<file path="src/hdl/qfk_muldiv.sv">
// Shared multiply-divide unit: round(a*b/den), ties away from zero, clamped to 62 bits.
// Four 31x31 partial products, then a shift (den 2^16) or a 62-step restoring divide.
// No dependencies.
`default_nettype none
module qfk_muldiv (
    input  wire logic                     clk,
    input  wire logic                     rst_n,
    input  wire logic                     start,
    input  wire logic                     use_shift,
    input  wire logic signed [63:0]       a,
    input  wire logic signed [63:0]       b,
    input  wire logic [61:0]              den,
    output logic                          done,
    output logic signed [63:0]            q,
    output logic                          ovf
);

    localparam logic [2:0] PH_IDLE = 3'd0;
    localparam logic [2:0] PH_MUL  = 3'd1;
    localparam logic [2:0] PH_RND  = 3'd2;
    localparam logic [2:0] PH_CHK  = 3'd3;
    localparam logic [2:0] PH_DIV  = 3'd4;
    localparam logic [2:0] PH_FIN  = 3'd5;

    logic [2:0]   ph_reg, ph_next;
    logic [1:0]   k_reg, k_next;
    logic [5:0]   cnt_reg, cnt_next;
    logic [61:0]  ua_reg, ua_next, ub_reg, ub_next;
    logic [61:0]  den_reg, den_next;
    logic         neg_reg, neg_next, shf_reg, shf_next, dovf_reg, dovf_next;
    logic [123:0] n_reg, n_next;
    logic [61:0]  rem_reg, rem_next;
    logic [61:0]  quo_reg, quo_next;

    logic [63:0]  abs_a, abs_b;
    logic [30:0]  pa, pb;
    logic [61:0]  pp;
    logic [123:0] pp_sh;
    logic [62:0]  trial;
    logic [61:0]  lim, mag;
    logic         big;

    assign abs_a = a[63] ? 64'(-a) : 64'(a);
    assign abs_b = b[63] ? 64'(-b) : 64'(b);
    assign pa    = k_reg[1] ? ua_reg[61:31] : ua_reg[30:0];
    assign pb    = k_reg[0] ? ub_reg[61:31] : ub_reg[30:0];
    assign pp    = pa * pb;
    assign trial = {rem_reg, n_reg[61]};

    always_comb
    begin
        unique case (k_reg)
            2'd0:    pp_sh = 124'(pp);
            2'd3:    pp_sh = 124'(pp) << 62;
            default: pp_sh = 124'(pp) << 31;
        endcase
    end

    always_comb
    begin
        ph_next   = ph_reg;
        k_next    = k_reg;
        cnt_next  = cnt_reg;
        ua_next   = ua_reg;
        ub_next   = ub_reg;
        den_next  = den_reg;
        neg_next  = neg_reg;
        shf_next  = shf_reg;
        dovf_next = dovf_reg;
        n_next    = n_reg;
        rem_next  = rem_reg;
        quo_next  = quo_reg;
        unique case (ph_reg)
            PH_IDLE:
            begin
                if (start)
                begin
                    ua_next   = abs_a[61:0];
                    ub_next   = abs_b[61:0];
                    neg_next  = a[63] ^ b[63];
                    shf_next  = use_shift;
                    den_next  = den;
                    n_next    = '0;
                    k_next    = '0;
                    dovf_next = 1'b0;
                    ph_next   = PH_MUL;
                end
            end
            PH_MUL:
            begin
                n_next = n_reg + pp_sh;
                k_next = k_reg + 2'd1;
                if (k_reg == 2'd3)
                    ph_next = PH_RND;
            end
            PH_RND:
            begin
                n_next  = n_reg + (shf_reg ? 124'd32768 : 124'(den_reg >> 1));
                ph_next = shf_reg ? PH_FIN : PH_CHK;
            end
            PH_CHK:
            begin
                if (n_reg[123:62] >= den_reg)
                begin
                    dovf_next = 1'b1;
                    ph_next   = PH_FIN;
                end
                else
                begin
                    rem_next = n_reg[123:62];
                    quo_next = '0;
                    cnt_next = 6'd61;
                    ph_next  = PH_DIV;
                end
            end
            PH_DIV:
            begin
                if (trial >= {1'b0, den_reg})
                begin
                    rem_next = 62'(trial - {1'b0, den_reg});
                    quo_next = {quo_reg[60:0], 1'b1};
                end
                else
                begin
                    rem_next = trial[61:0];
                    quo_next = {quo_reg[60:0], 1'b0};
                end
                n_next   = n_reg << 1;
                cnt_next = cnt_reg - 6'd1;
                if (cnt_reg == 6'd0)
                    ph_next = PH_FIN;
            end
            PH_FIN:
                ph_next = PH_IDLE;
            default:
                ph_next = PH_IDLE;
        endcase
    end

    // Magnitude limit: 2^61 for a negative result, 2^61-1 otherwise
    assign lim = neg_reg ? {1'b1, 61'd0} : {1'b0, {61{1'b1}}};

    always_comb
    begin
        if (shf_reg)
        begin
            big = (|n_reg[123:78]) || (n_reg[77:16] > lim);
            mag = n_reg[77:16];
        end
        else
        begin
            big = dovf_reg || (quo_reg > lim);
            mag = quo_reg;
        end
    end

    assign done = (ph_reg == PH_FIN);
    assign ovf  = big;
    assign q    = neg_reg ? -$signed(64'(big ? lim : mag)) : $signed(64'(big ? lim : mag));

    always_ff @(posedge clk or negedge rst_n)
    begin
        if (!rst_n)
            ph_reg <= PH_IDLE;
        else
            ph_reg <= ph_next;
    end

    always_ff @(posedge clk)
    begin
        k_reg    <= k_next;
        cnt_reg  <= cnt_next;
        ua_reg   <= ua_next;
        ub_reg   <= ub_next;
        den_reg  <= den_next;
        neg_reg  <= neg_next;
        shf_reg  <= shf_next;
        dovf_reg <= dovf_next;
        n_reg    <= n_next;
        rem_reg  <= rem_next;
        quo_reg  <= quo_next;
    end

endmodule
`default_nettype wire

</file>
<file path="config.mk">
export PLATFORM = sky130hd
export DESIGN_NAME = qfk_muldiv
export DESIGN_NICKNAME = d
export VERILOG_FILES = /design/src/hdl/qfk_muldiv.sv
export SDC_FILE = /design/constraint.sdc
export NUM_CORES = 2
export LEC_CHECK = 0
export ABC_CLOCK_PERIOD_IN_PS = 15300
export BUFFER_PORTS_ARGS = -buffer_cell sky130_fd_sc_hd__buf_2
export CORE_MARGIN = 4
export CORE_UTILIZATION = 40
export DETAILED_ROUTE_END_ITERATION = 6
export GPL_TIMING_DRIVEN = 1
export PLACE_DENSITY = 0.62
export SETUP_SLACK_MARGIN = 0.5
export SLEW_MARGIN = 10
export SYNTH_ARGS = -nofsm -noshare
export SYNTH_HDL_FRONTEND = slang
export SYNTH_SLANG_ARGS = --single-unit
</file>
<file path="constraint.sdc">
create_clock -name clk -period 15.3 [get_ports clk]
set_clock_uncertainty 0.1 [all_clocks]
set_input_delay 1.53 -clock clk [delete_from_list [all_inputs] [get_ports clk]]
set_output_delay 1.53 -clock clk [all_outputs]
set_load 0.005 [all_outputs]
</file>
==> summary.md <==
| Metric | Value |
|---|---|
| Clock-pin slew on the worst setup and hold paths | `0.06 ns` |
| Avg Vias per Cell | `5.805` |
| First-pass GRT wire length | `380,100 um` |
| Register area share after synthesis | `19.11%` |
| Top post-synthesis cells by area | `fa_1, edfxtp_1, ha_1, inv_1, nand2_1` |
| Root Buffer | `clkbuf_16` |
| Rel. slew slack | `18.93%` |
| Initial antenna violation count | `12` |
| Crit path max-delay cell type | `mux2i_2` |
| Resized cells post-CTS | `0` |
| Total gr overflow | `0` |
| Clock sinks | `448` |
| Post-Route WL | `255,300 um` |
| Reg2reg setup slack | `1.16 ns` |
| Worst-margin pin slew | `1.192 ns` |
| Yosys top cell by area | `fa_1` |
| Top FF cell, synth | `edfxtp_1` |
| Crit path max-delay family | `adder cells` |
| Via count | `60,930` |
| Die X | `427.3 um` |
| Layout Nets | `9,788` |
| Final Hold Fails | `0` |
| DRT antenna net count | `0` |
| Status | `complete, no violations` |
| Ports | `260` |
| CTS tree | `built` |
| Critical Path Source Type | `flip-flop` |
| Max stage delay on crit path | `0.89 ns` |
| #FFs+latches synth | `448` |
| Hold-fix buffers at CTS | `0` |
| # setup viols final | `0` |
| Number of synthesized flops with an enable pin | `445` |
| Synthesized area per cell | `8.749 sq um` |
| Total GRT Usage | `27.50%` |
| Dpl hpwl | `204,100 um` |
| Final setup TNS | `0 ns` |
| Core Region | `0.1744 sq mm` |
| Post-Synthesis Cells | `8,039` |
| CTS max path bufs | `3` |
| CP bufs+invs | `8` |
| CTS Buf Count | `55` |
| Die area | `0.1826 sq mm` |
| Routed len/inst | `24.32 um` |
| Arr. time, crit path | `14.45 ns` |
| Critical Path Source | `k_reg[1]` |
| Worst setup path endpoint | `n_reg[115]` |
| Starting density of the core | `40.33%` |
| Max-cap violations | `0` |
| Crit-path max FO | `11` |
| Postcts setup bufs | `0` |
| CTS HTree Levels | `2` |
| R2R Path Start | `k_reg[1]` |
| Number of global-route vias before repair | `60,620` |
| Min-Delay Path Class | `reg -> reg` |
| Synth top area share | `23.88%` |
| Final worst-path cycle share | `92.45%` |
| Largest net degree at the start of global routing | `139` |
| Syn. warnings | `0` |
| Nature of the critical path endpoint | `flip-flop` |
| Slew Limit Fails | `0` |
| Synth cell types | `83` |
| IO buf count | `257` |
| Die Y | `427.3 um` |
| DR iter-0 viols | `6,173` |
| Synth async-reset ratio | `0.6696%` |
| Fmax | `70.70 MHz` |
| Number of flip-flops in the largest register | `124` |
| Min Tclk post-route | `14.14 ns` |
| RD Place Congestion | `0.9757` |
| Share of layout cells above drive strength 1 | `8.626%` |
| Post-Syn Area | `0.07034 sq mm` |
| Detailed-route DRC error count | `0` |
| P&R area growth vs syn | `8.976%` |
| Clock latency on the worst-skew pair | `0.69 ns` |
| Cell mode on critical path | `fa_1` |
| Drt pass-1 iters | `6` |
| Syn Nets | `9,711` |
| Crit. path cell count | `43` |
| RSZ-0062 raised after global routing | `false` |
| Crit path required time | `15.61 ns` |
| FF-to-FF path depth | `43` |
| RR Endpoint | `n_reg[115]` |
| WS Path Type | `reg -> reg` |
| Rows | `153` |
[Yosys cell counts (52+ instances only)]
master,count
nor2_1,763
clkbuf_1,377
nand4_1,136
xnor2_1,265
edfxtp_1,445
nand3_1,95
nand2_1,975
a21o_1,191
xor2_1,93
mux2_2,79
inv_1,1048
or3_1,52
o21ai_0,475
mux2i_1,172
o31ai_1,74
fa_1,839
nand2b_1,54
ha_1,639
a21oi_1,413
and3_1,94
nor3_1,66
[layer usage]
layer / part of all wire (%) / track usage [%] / vias to the layer above
met3: 8.2 / 4.791 / 516
li1: - / - / 27300
met2: 45 / 43.17 / 2640
met4: 5.2 / 12.43 / 0
met1: 41 / 37.11 / 30470
met5: 0 / 0 / -
[cell type report]
cell class	instances	area (sq um)
Inverter	1050	3941
Sequential cell	448	13440
Clock buffer	56	1380
Timing Repair Buffer	429	2628
Antenna cell	10	25.02
Clock inverter	46	540.5
Fill cell	17050	97750
Tap cell	2325	2909
Multi-Input combinational cell	6132	51790
[metrics by stage]
stage | cell area, sq um | hold slack, ns | utilization (%) | instances | worst slack [ns]
CTS | 76620 | 0.4632 | 43.94 | 10490 | 1.300
global route | 76630 | 0.4799 | 43.94 | 10490 | 0.6119
global placement | 74700 | 0.4444 | 42.83 | 10380 | 1.265
finish | 76650 | 0.4631 | 43.95 | 10500 | 1.155
detailed placement | 74700 | 0.4437 | 42.83 | 10380 | 1.299
floorplan | 70340 | 0.4279 | - | 8039 | 2.754
[cell usage in the layout, fill, tap and decap left out, types with 191 or more instances in the layout]
| cell type | synthesis | layout |
|---|---|---|
| inv_1 | 1048 | 1048 |
| nand2_1 | 975 | 973 |
| nor2_1 | 763 | 761 |
| a21o_1 | 191 | 191 |
| a21oi_1 | 413 | 412 |
| o21ai_0 | 475 | 474 |
| edfxtp_1 | 445 | 445 |
| xnor2_1 | 265 | 265 |
| buf_2 | 6 | 257 |
| fa_1 | 839 | 839 |
| ha_1 | 639 | 639 |
[worst min-delay path by stage]
stage          startpoint   endpoint  slack [ns]  cells after the start
2_1_floorplan   n_reg[13]  n_reg[14]        0.43                      2
3_3_place_gp     n_reg[3]   n_reg[4]        0.44                      2
3_5_place_dp    n_reg[13]  n_reg[14]        0.44                      2
4_1_cts          n_reg[6]   n_reg[7]        0.46                      2
5_1_grt          n_reg[6]   n_reg[7]        0.48                      2
6_report         n_reg[6]   n_reg[7]        0.46                      2
[worst register-to-register path: cells and delay by family, from the launching register on]
family / cells / cell delay, ns
AOI/OAI and AO/OA: 19 / 4.88
buffers and inverters: 8 / 1.04
adders and majority gates: 10 / 4.99
xor gates and xnor gates: 2 / 0.31
DFF: 1 / 0.88
and+or+nand+nor: 3 / 0.84
muxes: 1 / 0.89
[logic make-up (layout without fill, tap and decap cells)]
kind of cell | count (synthesis) | after routing | share of synthesized area (%)
simple gates | 2442 | 2442 | 15.44
mux | 251 | 251 | 3.713
compound gates | 1603 | 1603 | 14.24
flops | 448 | 448 | 19.11
buf+inv | 1459 | 1581 | 7.797
fa+ha+maj | 1478 | 1478 | 35.25
other cells | 0 | 10 | 0
xor+xnor | 358 | 358 | 4.458
Power is not shown: default switching activity piles up to over one toggle a cycle in this logic, so the estimate is an artifact.
